===== config.mk =====
export PLATFORM = sky130hd
export DESIGN_NAME = sorted_table_binary_search_unit
export DESIGN_NICKNAME = d
export VERILOG_FILES = /design/src/design/stbs_pkg.sv /design/src/design/stbs_front.sv /design/src/design/stbs_queue.sv /design/src/design/stbs_back.sv /design/src/design/sorted_table_binary_search_unit.sv
export SDC_FILE = /design/constraint.sdc
export NUM_CORES = 1
export LEC_CHECK = 0
export BUFFER_PORTS_ARGS = -buffer_cell sky130_fd_sc_hd__clkbuf_2
export CORE_MARGIN = 5
export CORE_UTILIZATION = 30
export CTS_BUF_LIST = sky130_fd_sc_hd__clkbuf_8
export DETAILED_ROUTE_END_ITERATION = 8
export GPL_TIMING_DRIVEN = 0
export PLACE_DENSITY = 0.46
export SLEW_MARGIN = 20
export SYNTH_ARGS = -nofsm -noshare
export SYNTH_HDL_FRONTEND = slang
export SYNTH_SLANG_ARGS = --single-unit

===== constraint.sdc =====
create_clock -name clk -period 8.45 [get_ports clk]
set_input_delay 2.1125 -clock clk [delete_from_list [all_inputs] [get_ports clk]]
set_output_delay 2.1125 -clock clk [all_outputs]
set_load 0.02 [all_outputs]

===== src/design/stbs_pkg.sv =====
// ----------------------------------------------------------------------------
// stbs_pkg
// Shared types, constants and helpers for the sorted table search unit.
// ----------------------------------------------------------------------------
package stbs_pkg;

  localparam int TABLE_DEPTH = 16;
  localparam int IDX_W       = 4;
  localparam int CNT_W       = 5;
  localparam int DATA_W      = 32;
  localparam int QUEUE_DEPTH = 2;
  localparam int QPTR_W      = 1;

  localparam logic KIND_WRITE  = 1'b0;
  localparam logic KIND_SEARCH = 1'b1;

  typedef enum logic [1:0] {
    OP_WRITE,
    OP_SEARCH,
    OP_MISS
  } op_t;

  typedef struct packed {
    op_t                      op;
    logic [IDX_W-1:0]         addr;
    logic signed [DATA_W-1:0] data;
    logic [CNT_W-1:0]         cnt;
  } req_t;

  typedef enum logic [1:0] {
    ST_IDLE,
    ST_PROBE,
    ST_RESULT
  } back_state_t;

  // midpoint of the window [lo, hi), i.e. (left + right) / 2 with right = hi - 1
  function automatic logic [IDX_W-1:0] mid_of(input logic [CNT_W-1:0] lo,
                                              input logic [CNT_W-1:0] hi);
    logic [CNT_W:0] s;
    s = {1'b0, lo} + {1'b0, hi} - (CNT_W+1)'(1);
    return s[IDX_W:1];
  endfunction

endpackage


===== src/design/stbs_front.sv =====
// ----------------------------------------------------------------------------
// stbs_front
// Accepts requests, holds the entry count and classifies each request.
// ----------------------------------------------------------------------------
module stbs_front import stbs_pkg::*; (
  input  logic                     clk,
  input  logic                     rst,
  input  logic                     entry_count_we,
  input  logic [CNT_W-1:0]         entry_count_wdata,
  input  logic                     in_valid,
  output logic                     in_ready,
  input  logic                     kind,
  input  logic [IDX_W-1:0]         entry_index,
  input  logic signed [DATA_W-1:0] entry_value,
  input  logic signed [DATA_W-1:0] search_key,
  output logic                     push_valid,
  input  logic                     push_ready,
  output req_t                     push_req
);

  localparam logic [CNT_W-1:0] DEPTH_CNT = CNT_W'(TABLE_DEPTH);

  logic [CNT_W-1:0] entry_count;
  logic [CNT_W-1:0] cnt_sat;
  logic             stage_valid;
  req_t             stage_req;
  req_t             req_next;

  assign in_ready   = !stage_valid || push_ready;
  assign push_valid = stage_valid;
  assign push_req   = stage_req;

  always_comb begin
    cnt_sat = (entry_count > DEPTH_CNT) ? DEPTH_CNT : entry_count;
    req_next.addr = entry_index;
    req_next.cnt  = cnt_sat;
    if (kind == KIND_SEARCH) begin
      req_next.data = search_key;
      // empty table answers without touching the memory
      req_next.op   = (cnt_sat == '0) ? OP_MISS : OP_SEARCH;
    end else begin
      req_next.data = entry_value;
      req_next.op   = OP_WRITE;
    end
  end

  always_ff @(posedge clk) begin
    if (rst) begin
      entry_count <= '0;
      stage_valid <= 1'b0;
    end else begin
      if (entry_count_we) begin
        entry_count <= entry_count_wdata;
      end
      if (in_ready) begin
        stage_valid <= in_valid;
      end
    end
  end

  always_ff @(posedge clk) begin
    if (in_valid && in_ready) begin
      stage_req <= req_next;
    end
  end

endmodule


===== src/design/stbs_queue.sv =====
// ----------------------------------------------------------------------------
// stbs_queue
// Short request queue between the front and back parts.
// ----------------------------------------------------------------------------
module stbs_queue import stbs_pkg::*; (
  input  logic  clk,
  input  logic  rst,
  input  logic  push_valid,
  output logic  push_ready,
  input  req_t  push_req,
  output logic  pop_valid,
  input  logic  pop_ready,
  output req_t  pop_req
);

  req_t              slots [QUEUE_DEPTH];
  logic [QPTR_W-1:0] wr_ptr;
  logic [QPTR_W-1:0] rd_ptr;
  logic [QPTR_W:0]   fill;
  logic              do_push;
  logic              do_pop;

  assign push_ready = (fill != (QPTR_W+1)'(QUEUE_DEPTH));
  assign pop_valid  = (fill != '0);
  assign pop_req    = slots[rd_ptr];
  assign do_push    = push_valid && push_ready;
  assign do_pop     = pop_valid && pop_ready;

  always_ff @(posedge clk) begin
    if (rst) begin
      wr_ptr <= '0;
      rd_ptr <= '0;
      fill   <= '0;
    end else begin
      if (do_push) begin
        wr_ptr <= wr_ptr + QPTR_W'(1);
      end
      if (do_pop) begin
        rd_ptr <= rd_ptr + QPTR_W'(1);
      end
      if (do_push && !do_pop) begin
        fill <= fill + (QPTR_W+1)'(1);
      end else if (do_pop && !do_push) begin
        fill <= fill - (QPTR_W+1)'(1);
      end
    end
  end

  always_ff @(posedge clk) begin
    if (do_push) begin
      slots[wr_ptr] <= push_req;
    end
  end

endmodule


===== src/design/stbs_back.sv =====
// ----------------------------------------------------------------------------
// stbs_back
// Table memory and probe sequencer; one probe per cycle, registered result.
// ----------------------------------------------------------------------------
module stbs_back import stbs_pkg::*; (
  input  logic             clk,
  input  logic             rst,
  input  logic             q_valid,
  output logic             q_ready,
  input  req_t             q_req,
  output logic             out_valid,
  input  logic             out_ready,
  output logic             found,
  output logic [IDX_W-1:0] position
);

  logic signed [DATA_W-1:0] entry_mem [TABLE_DEPTH];
  logic signed [DATA_W-1:0] rdata;
  logic [IDX_W-1:0]         rd_addr;
  logic                     mem_we;

  back_state_t              state;
  back_state_t              state_next;
  logic signed [DATA_W-1:0] key;
  logic signed [DATA_W-1:0] key_next;
  logic [CNT_W-1:0]         left;
  logic [CNT_W-1:0]         left_next;
  logic [CNT_W-1:0]         hi;
  logic [CNT_W-1:0]         hi_next;
  logic [IDX_W-1:0]         probe_idx;
  logic                     res_found;
  logic                     res_found_next;
  logic [IDX_W-1:0]         res_pos;
  logic [IDX_W-1:0]         res_pos_next;
  logic                     out_load;

  always_comb begin
    state_next     = state;
    key_next       = key;
    left_next      = left;
    hi_next        = hi;
    res_found_next = res_found;
    res_pos_next   = res_pos;
    rd_addr        = mid_of(left, hi);
    q_ready        = 1'b0;
    mem_we         = 1'b0;
    out_load       = 1'b0;
    case (state)
      ST_IDLE: begin
        q_ready = 1'b1;
        if (q_valid) begin
          case (q_req.op)
            OP_WRITE: begin
              mem_we = 1'b1;
            end
            OP_SEARCH: begin
              key_next   = q_req.data;
              left_next  = '0;
              hi_next    = q_req.cnt;
              rd_addr    = mid_of('0, q_req.cnt);
              state_next = ST_PROBE;
            end
            default: begin
              res_found_next = 1'b0;
              res_pos_next   = '0;
              state_next     = ST_RESULT;
            end
          endcase
        end
      end
      ST_PROBE: begin
        if (rdata == key) begin
          res_found_next = 1'b1;
          res_pos_next   = probe_idx;
          state_next     = ST_RESULT;
        end else begin
          if (rdata > key) begin
            hi_next = {1'b0, probe_idx};
          end else begin
            left_next = {1'b0, probe_idx} + CNT_W'(1);
          end
          if (left_next < hi_next) begin
            // next address goes straight to the memory, no bubble
            rd_addr = mid_of(left_next, hi_next);
          end else begin
            res_found_next = 1'b0;
            res_pos_next   = '0;
            state_next     = ST_RESULT;
          end
        end
      end
      ST_RESULT: begin
        if (!out_valid || out_ready) begin
          out_load   = 1'b1;
          state_next = ST_IDLE;
        end
      end
      default: begin
        state_next = ST_IDLE;
      end
    endcase
  end

  always_ff @(posedge clk) begin
    if (rst) begin
      state     <= ST_IDLE;
      out_valid <= 1'b0;
    end else begin
      state <= state_next;
      if (out_load) begin
        out_valid <= 1'b1;
      end else if (out_ready) begin
        out_valid <= 1'b0;
      end
    end
  end

  always_ff @(posedge clk) begin
    key       <= key_next;
    left      <= left_next;
    hi        <= hi_next;
    probe_idx <= rd_addr;
    res_found <= res_found_next;
    res_pos   <= res_pos_next;
    if (out_load) begin
      found    <= res_found;
      position <= res_pos;
    end
  end

  always_ff @(posedge clk) begin
    if (mem_we) begin
      entry_mem[q_req.addr] <= q_req.data;
    end
    rdata <= entry_mem[rd_addr];
  end

endmodule


===== src/design/sorted_table_binary_search_unit.sv =====
// ----------------------------------------------------------------------------
// sorted_table_binary_search_unit
// Binary search over a software-filled ascending table of signed entries.
//
//   channel      | handshake                      | carries
//   request in   | in_valid / in_ready            | kind, entry_index, entry_value,
//                |                                | search_key
//   result out   | out_valid / out_ready          | found, position
//   count write  | entry_count_we                 | entry_count_wdata
//
// a search passes the front stage, the queue, the first address issue and p
// probes (at most 5 for a 16-entry table, none for an empty one), one probe per
// cycle from the registered table read, then the registered result
// a write request reaches the table from the queue once the back part is idle
// reset clears the count, queue and control; table contents stay unknown
// a held result stalls the back part only; front and queue keep taking
// requests until the queue and the front stage are full
// ----------------------------------------------------------------------------
module sorted_table_binary_search_unit import stbs_pkg::*; (
  input  logic                     clk,
  input  logic                     rst,
  input  logic                     entry_count_we,
  input  logic [CNT_W-1:0]         entry_count_wdata,
  input  logic                     in_valid,
  output logic                     in_ready,
  input  logic                     kind,
  input  logic [IDX_W-1:0]         entry_index,
  input  logic signed [DATA_W-1:0] entry_value,
  input  logic signed [DATA_W-1:0] search_key,
  output logic                     out_valid,
  input  logic                     out_ready,
  output logic                     found,
  output logic [IDX_W-1:0]         position
);

  logic push_valid;
  logic push_ready;
  req_t push_req;
  logic q_valid;
  logic q_ready;
  req_t q_req;

  stbs_front u_front (
    .clk               (clk),
    .rst               (rst),
    .entry_count_we    (entry_count_we),
    .entry_count_wdata (entry_count_wdata),
    .in_valid          (in_valid),
    .in_ready          (in_ready),
    .kind              (kind),
    .entry_index       (entry_index),
    .entry_value       (entry_value),
    .search_key        (search_key),
    .push_valid        (push_valid),
    .push_ready        (push_ready),
    .push_req          (push_req)
  );

  stbs_queue u_queue (
    .clk        (clk),
    .rst        (rst),
    .push_valid (push_valid),
    .push_ready (push_ready),
    .push_req   (push_req),
    .pop_valid  (q_valid),
    .pop_ready  (q_ready),
    .pop_req    (q_req)
  );

  stbs_back u_back (
    .clk       (clk),
    .rst       (rst),
    .q_valid   (q_valid),
    .q_ready   (q_ready),
    .q_req     (q_req),
    .out_valid (out_valid),
    .out_ready (out_ready),
    .found     (found),
    .position  (position)
  );

endmodule


==> results of run 1 <==
-- logic make-up after synthesis --
| logic type | count (synthesis) |
|---|---|
| mux | 177 |
| fa+ha+maj | 52 |
| xor+xnor | 18 |
| compound gates | 302 |
| buf+inv | 169 |
| simple gates | 463 |
| flops | 743 |
-- registers in the layout (all words and copies together), names as in the netlist, named ones only --
name and flops:
u_back.left 5, u_back.state 2, u_queue.wr_ptr 1, u_back.rdata 32, u_queue.rd_ptr 1, u_back.key 32
u_back.res_found 1, u_front.push_req 43, u_queue.slots 86, u_back.probe_idx 4, u_back.out_valid 1, u_front.push_valid 1
u_back.position 4, u_back.found 1, u_back.hi 5, u_queue.fill 2, u_front.entry_count 5, u_back.res_pos 4
u_back.entry_mem 512
-- cells in the mapped netlist (all sizes together), types with 4 or more instances --
cell    count  share of area [%]
nor3        5              0.084
a221o      32                1.1
nand2     221                2.8
xor2        7               0.21
ha         48                2.0
a21oi      33               0.56
dfxtp      50                3.4
mux2i      80                2.7
xnor2      11               0.32
o32ai      32               0.94
a21o        5               0.13
nor2       58               0.73
inv        62               0.78
clkbuf     62               0.79
mux2       97                3.7
a31oi      63                1.3
nand3       8               0.13
a311oi      4               0.18
o21ai       9               0.15
and2       99                2.1
nand4       7               0.15
a211oi     98                2.5
edfxtp    693                 70
nand2b      7               0.15
nor2b       8               0.17
buf        45               0.95
and3       37               0.78
-- metrics by stage --
stage	worst slack, ps	area, sq um	hold WS (ps)
floorplan	3306	29730	400.3
global placement	843.1	31760	408.4
detailed placement	905.1	32480	404.5
CTS	823.0	34610	419.0
global route	501.3	34620	430.1
finish	914.6	34620	417.7
-- layer usage --
metal  vias to the layer above  wire length, microns  global-route usage, %
met5                         -                     0                      0
met4                         0                  1527                  4.276
met3                       100                  3322                  1.964
met2                       394                 38310                  25.05
met1                      8351                 32810                  18.04
li1                       7818                     -                      -
-- final cells by class --
cell class	count	share of cell area [%]
clock buffers	124	4.930
diodes	2	0.01446
flip-flops and latches	743	63.00
plain buffers	107	1.500
repair buffers	108	2.888
well taps	1287	4.652
clock inverters	90	1.222
inverters	62	0.6723
multi-input cells	1012	21.12
-- placed cells by master, fill, tap and decap left out, types with 8 or more instances in the layout --
cell,count
edfxtp_1,693
nand2_1,221
clkbuf_8,124
inv_1,118
a211oi_1,98
and2_1,98
mux2_2,96
clkbuf_2,86
mux2i_1,79
a31oi_1,63
clkbuf_1,59
dfxtp_1,50
ha_1,48
nor2_1,41
and3_1,36
a21oi_1,33
a221o_1,32
o32ai_1,32
buf_2,22
nor2_4,17
buf_4,16
clkinv_1,14
buf_16,14
clkinv_2,12
xnor2_1,11
buf_12,9
nor2b_1,8
nand3_1,8
-- worst paths after layout --
path | from | slack, ps | cells after the start | endpoint
hold / removal | u_back.res_pos[1] | 420 | 0 | u_back.position[1]
hold reg to reg | u_back.res_pos[1] | 420 | 0 | u_back.position[1]
setup reg to reg | u_back.key[15] | 910 | 24 | u_back.rdata[30]
setup / recovery | u_back.key[15] | 910 | 24 | u_back.rdata[30]
==> out/metrics.yaml, run 1 <==
crit_buf_inv: 6
path_cells: "inv_1, ha_1, nand4_1, nor4_1, a21boi_0, o31a_1, o22a_2, nand2b_1, clkbuf_1, a21oi_1, inv_1, ha_1, a21oi_1, maj3_1, o21ai_0, a21boi_0, mux2i_4, mux2_2, inv_2, clkbuf_1, clkbuf_1, nand2_1, a311oi_1, a211o_1"
ant_nets: 0
ys_ff_latch: 743
fin_skew_ps: 32.16
cts_setup_buffers: 0
yosysWarningCount: 0
fp.dieW_microns: 324.8
status: "completed"
dp_hpwl_mm: 52.21
drc_errors: 0
synthDistinctLibCells: 64
slew_headroom_pct: 34.54
routed_wl_mm: 75.97
post_cts_resized: 0
die-area_sq_um: 105500
setup_tns_ps: 0
grt_max_degree: 44
syn_avg_cell_area_sq_um: 15.45
hold_viol: 0
ys.flop_type: "edfxtp_1"
first_global_vias: 17750
hold_path_class: "flop to flop"
drive_gt1_share_pct: 18.57
syn_inst: 1924
crit_required_ps: 9130
insertion_delay_ps: 740
seq_area_frac_synth_pct: 73.36
ctsHoldBuffers: 0
post_drt_wl_per_cell_microns: 21.49
synthArstFlopShare_pct: 0
multi_input_area_sq_um: 7311
synthAdderAreaFrac_pct: 2.222
regArea_sq_um: 21810
cpMostUsedCell: "clkbuf_1"
antenna_found_initial: 2
die_h_microns: 324.8
critPathMaxStageDelay_ps: 750
core_area_sq_um: 98420
gp_congestion: 0.7932
rows: 115
overflow: 0
crit_fanout: 10
grt_pass1_wl_mm: 112.6
synth.area.mux_share_pct: 6.410
synth_top_family_by_area: "compound AO/OA/AOI/OAI gates"
critPathLaunchType: "flop"
clock-sinks: 743
fmax_mhz: 132.7
post-route-util_pct: 35.17
initial_core_util_pct: 30.21
fillers: 9536
cts-root-buf: "clkbuf_8"
worstMarginPinSlew_ps: 981.8
num_vias: 16660
ios: 86
clockBufferDepth: 3
nets: 2281
synth-simple-area-share_pct: 7.378
synth-edff-count: 693
arrival_ps: 8210
fin_crit_ps: 7535
crit_path_end_kind: "flop"
drv_cap: 0
min_period_over_period_pct: 89.18
rsz0062_at_grt: "false"
syn2layout_area_growth_pct: 16.44
synthesis.nets: 2053
fin_cells: 3535
cts_buffers: 118
setup_violations: 0
report.final.slew_viol_count: 0
viasPerCell: 4.714
track_usage_pct: 14.14
placedCellCount: 3319
worst-setup-path-type: "flop to flop"
cp_top_family: "compound AO/OA/AOI/OAI gates"
portBuffers: 83
dr.pass1.iters: 5
synth_compound_area_share_pct: 7.571
synthesis.area_sq_um: 29730
clkTransAtPathRegs_ps: 60
drt-initial-drc-count: 1090
synth_xor_area_share_pct: 0.5303
cts_htree_levels: 3
worst_path_max_delay_cell: "nor4_1"
cts_tree: "done"
Power of run 1 is not shown: default switching activity piles up to over one toggle a cycle in this logic, so the estimate is an artifact.
==> run 2: changes to the inputs <==
PLACE_DENSITY = default   (was 0.46)
==> out/metrics.yaml, run 2 (same netlist as run 1, synthesis figures left out) <==
nets: 2271
hold_path_class: "flop to flop"
largest_register: "u_back.entry_mem"
rows: 115
largest_reg_flops: 512
report.final.slew_viol_count: 0
dp_hpwl_mm: 48.20
worst-setup-path-type: "flop to flop"
drv_cap: 0
status: "completed"
slew_headroom_pct: 26.64
critPathLaunchType: "flop"
ant_nets: 0
drive_gt1_share_pct: 18.73
viasPerCell: 4.806
clkTransAtPathRegs_ps: 60
ios: 86
hold_viol: 0
cts-root-buf: "clkbuf_8"
crit_fanout: 10
final_common_cell: "edfxtp_1"
clock-sinks: 743
routed_wl_mm: 71.36
arrival_ps: 8220
num_vias: 16970
antenna_found_initial: 1
drc_errors: 0
fillers: 9421
crit_path_end_kind: "flop"
overflow: 0
fin_skew_ps: 29.97
post_drt_wl_per_cell_microns: 20.22
cts_setup_buffers: 0
final_cell_mix: "edfxtp_1 (693), nand2_1 (221), clkbuf_8 (127)"
first_global_vias: 17660
dr.pass1.iters: 5
cts_htree_levels: 3
fin_crit_ps: 7565
core_area_sq_um: 98420
setup_tns_ps: 0
r2r-start: "u_back.key[13]"
drt-initial-drc-count: 1433
crit_start: "u_back.key[13]"
crit_required_ps: 9110
cts_tree: "done"
track_usage_pct: 13.09
clockBufferDepth: 3
min_from: "u_back.res_found"
syn2layout_area_growth_pct: 16.25
grt_pass1_wl_mm: 106.4
setup_violations: 0
ctsHoldBuffers: 0
cts_buffers: 112
rsz0062_at_grt: "false"
portBuffers: 83
insertion_delay_ps: 720
fp.dieW_microns: 324.8
gp_congestion: 0.8384
die-area_sq_um: 105500
die_h_microns: 324.8
fmax_mhz: 132.2
initial_core_util_pct: 30.21
post_cts_resized: 0
grt_max_degree: 44
min_period_over_period_pct: 89.53
worstMarginPinSlew_ps: 1100
==> run 2: layer usage <==
| layer | track usage (%) | routed length, microns | vias to the layer above | part of all wire [%] |
|---|---|---|---|---|
| met1 | 16.13 | 29230 | 8465 | 41 |
| met2 | 23.71 | 36680 | 573 | 51 |
| met4 | 4.578 | 1695 | 0 | 2.4 |
| li1 | - | - | 7811 | - |
| met5 | 0 | 0 | - | 0 |
| met3 | 1.628 | 3755 | 117 | 5.3 |
==> run 2: worst max-delay path, cell delays in order (launching register included) <==
cell,delay (ps)
edfxtp_1,330
inv_1,40
ha_1,300
nand4_1,300
nor4_1,770
a21boi_0,490
o31a_1,210
o22a_2,230
nand2b_1,110
clkbuf_1,260
a21oi_1,310
inv_1,70
ha_1,330
a21oi_1,120
maj3_1,370
o21ai_0,150
a21boi_0,160
mux2i_4,350
mux2_2,500
inv_2,140
clkbuf_1,780
clkbuf_1,590
nand2_1,110
a31oi_1,270
a221o_1,200
==> run 2: area by class of cell <==
class | count | area, sq um | area share, %
inverter | 62 | 232.7 | 0.6734
timing repair buffer | 104 | 928.4 | 2.686
clock inverter | 87 | 400.4 | 1.158
tap | 1287 | 1610 | 4.659
buffer | 107 | 518.0 | 1.499
multi-input combinational | 1012 | 7311 | 21.15
antenna | 1 | 2.502 | 0.007240
sequential | 743 | 21810 | 63.11
clock buffer | 127 | 1748 | 5.057
==> run 2: per-stage QoR <==
stage                     setup WS [ps]  utilization, %  instance area [sq um]  hold slack (ps)  cells
final                             885.1           35.12                  34560            424.7   3530
after CTS                         998.1           35.11                  34550            425.3   3529
after global routing              616.3           35.12                  34560            426.0   3530
after detailed placement           1040           32.92                  32400            405.4   3315
after global placement             1179           32.27                  31760            418.3   3294
after floorplan                    3306               -                  29730            400.3   1924
==> run 2: final timing paths <==
check / endpoint / slack (ps) / cells past startpoint
setup / recovery: u_back.rdata[29] / 890 / 24
hold / removal: u_back.found / 420 / 0
setup reg to reg: u_back.rdata[29] / 890 / 24
hold reg to reg: u_back.found / 420 / 0
Power of run 2 is left out for the same reason.
==> run 3: changes to the inputs <==
CAP_MARGIN = 0   (was default)
SYNTH_HIERARCHICAL = 1   (was default)
==> out/metrics.yaml, run 3 <==
status: "completed"
pre_cts_slack_ps: 1367
die-area_sq_um: 105000
hold_path_class: "flop to flop"
fp.dieW_microns: 324.1
synth.most_common_cell: "edfxtp_1"
largest_reg_flops: 512
fin_cells: 3512
fin_crit_ps: 7144
syn_inst: 1911
post_cts_resized: 0
drive_gt1_share_pct: 17.99
nets: 2266
syn2layout_area_growth_pct: 15.72
fin_skew_ps: 24.13
multi_input_area_sq_um: 7182
routed_wl_mm: 74.77
dr.pass1.iters: 5
synthDistinctLibCells: 66
crit_path_end_kind: "flop"
cts_buffers: 106
report.final.slew_viol_count: 0
critPathLaunchType: "flop"
rows: 115
r2r_setup_slack_ps: 1310
synth_top_area_cell: "edfxtp_1"
ys.flop_type: "edfxtp_1"
fin_ws_ps: 1306
reg2reg_to: "u_back/rdata[4]"
ys_ff_latch: 743
core_area_sq_um: 98130
placedCellCount: 3316
ios: 86
yosysWarningCount: 6
setup_tns_ps: 0
num_vias: 17450
clkTransAtPathRegs_ps: 60
first_global_vias: 17750
setup_violations: 0
antenna_found_initial: 1
slew_headroom_pct: 32.93
overflow: 0
die_h_microns: 324.1
final_common_cell: "edfxtp_1"
synthArstFlopShare_pct: 0
crit_fanout: 10
cts-root-buf: "clkbuf_8"
clockBufferDepth: 3
r2r-start: "u_back/key[23]"
cts_tree: "done"
ant_nets: 0
min_period_over_period_pct: 84.54
fmax_mhz: 140.0
cts_setup_buffers: 0
ctsHoldBuffers: 0
hold_viol: 0
syn_avg_cell_area_sq_um: 15.49
rsz0062_at_grt: "false"
synthTopCellsByArea: "edfxtp_1 (70%), mux2i_1 (3.6%), dfxtp_1 (3.4%), a21oi_1 (3.2%), nand2_1 (2.8%)"
portBuffers: 83
whs_path_depth: 0
gp_congestion: 0.8286
final_cell_mix: "edfxtp_1 (693), nand2_1 (220), a21oi_1 (190)"
drc_errors: 0
synth_top_area_share_pct: 70.32
ys_top_cells_by_count: "edfxtp_1 (693), nand2_1 (220), a21oi_1 (190)"
synth-edff-count: 693
worst-setup-path-type: "flop to flop"
initial_core_util_pct: 30.16
worstMarginPinSlew_ps: 1006
clock-sinks: 743
regArea_sq_um: 21810
arrival_ps: 7710
r2r_cells: 24
viasPerCell: 4.967
dp_hpwl_mm: 51.45
post_drt_wl_per_cell_microns: 21.29
grt_pass1_wl_mm: 110.8
drv_cap: 0
drt-initial-drc-count: 1553
crit_required_ps: 9010
track_usage_pct: 13.95
min_from: "u_back/res_found"
synthesis.nets: 2040
synthesis.area_sq_um: 29590
seq_area_frac_synth_pct: 73.71
grt_max_degree: 44
largest_register: "u_back/entry_mem"
insertion_delay_ps: 710
cts_htree_levels: 3
holdPathEnd: "u_back/found"
fillers: 9382
## run 3: cell types whose count changed in the layout (fill, tap and decap cells not counted), moves of 30 or more
cell / previous run / this run
a21oi_1: 33 / 190
and2_1: 98 / 8
a211oi_1: 98 / 3
a32oi_1: 1 / 31
nand3_1: 8 / 45
mux2_2: 96 / 47
o32ai_1: 32 / 0
and3_1: 36 / 5
a31oi_1: 63 / 5
a221o_1: 32 / 66
a221oi_1: 3 / 33
## run 3: logic make-up after synthesis
logic type / synth area share, %
compound gates: 8.541
xor+xnor: 0.4736
fa+ha+maj: 2.139
buf+inv: 2.457
flops: 73.71
mux: 6.828
simple gates: 5.856
## run 3: per-stage QoR
stage / utilization, % / hold slack, ps / instance area [sq um]
detailed placement: 32.83 / 404.5 / 32210
global route: 34.89 / 425.7 / 34240
finish: 34.89 / 414.2 / 34240
global placement: 32.22 / 406.5 / 31620
floorplan: - / 400.3 / 29590
CTS: 34.89 / 420.0 / 34240
## run 3: cell type report
class / count / share of cell area [%]
Inverter: 60 / 0.6577
Multi-Input combinational cell: 1005 / 20.97
Clock buffer: 118 / 4.743
Clock inverter: 77 / 1.177
Tap cell: 1287 / 4.703
Sequential cell: 743 / 63.69
Antenna cell: 1 / 0.007308
Timing Repair Buffer: 118 / 2.580
Buffer: 103 / 1.465
## run 3: worst max path at each step
stage,depth (start not counted),slack [ps],start,end
global route,24,960,u_back/key[31],u_back/rdata[4]
global placement,7,770,flop,u_back/entry_mem[0][7]
detailed placement,24,1370,u_back/key[23],u_back/rdata[4]
CTS,24,1350,u_back/key[23],u_back/rdata[4]
floorplan,24,3750,u_back/key[31],u_back/rdata[26]
finish,24,1310,u_back/key[23],u_back/rdata[4]
## run 3: routing by layer
layer	global-route usage [%]	share of wire (%)	up-vias
li1	-	-	7832
met1	17.99	42	8848
met2	23.90	49	653
met3	2.477	6.6	112
met4	4.737	2.4	0
met5	0	0	-
## run 3: critical path, cell delays in order (launching register included)
cell	delay, ps
edfxtp_1	320
inv_1	50
ha_1	300
nand4_1	340
nor4_4	520
nand3_1	420
nand2_1	210
a31oi_1	120
nor2_1	640
nor2_1	80
a21oi_1	260
inv_1	80
ha_1	330
nor2b_1	140
nor3_1	170
o31ai_1	110
a311o_1	410
and3_4	200
a221o_1	440
o211ai_1	300
buf_4	300
clkbuf_1	670
a221oi_1	140
a21oi_1	280
nand3_1	110
Power of run 3 is left out for the same reason.
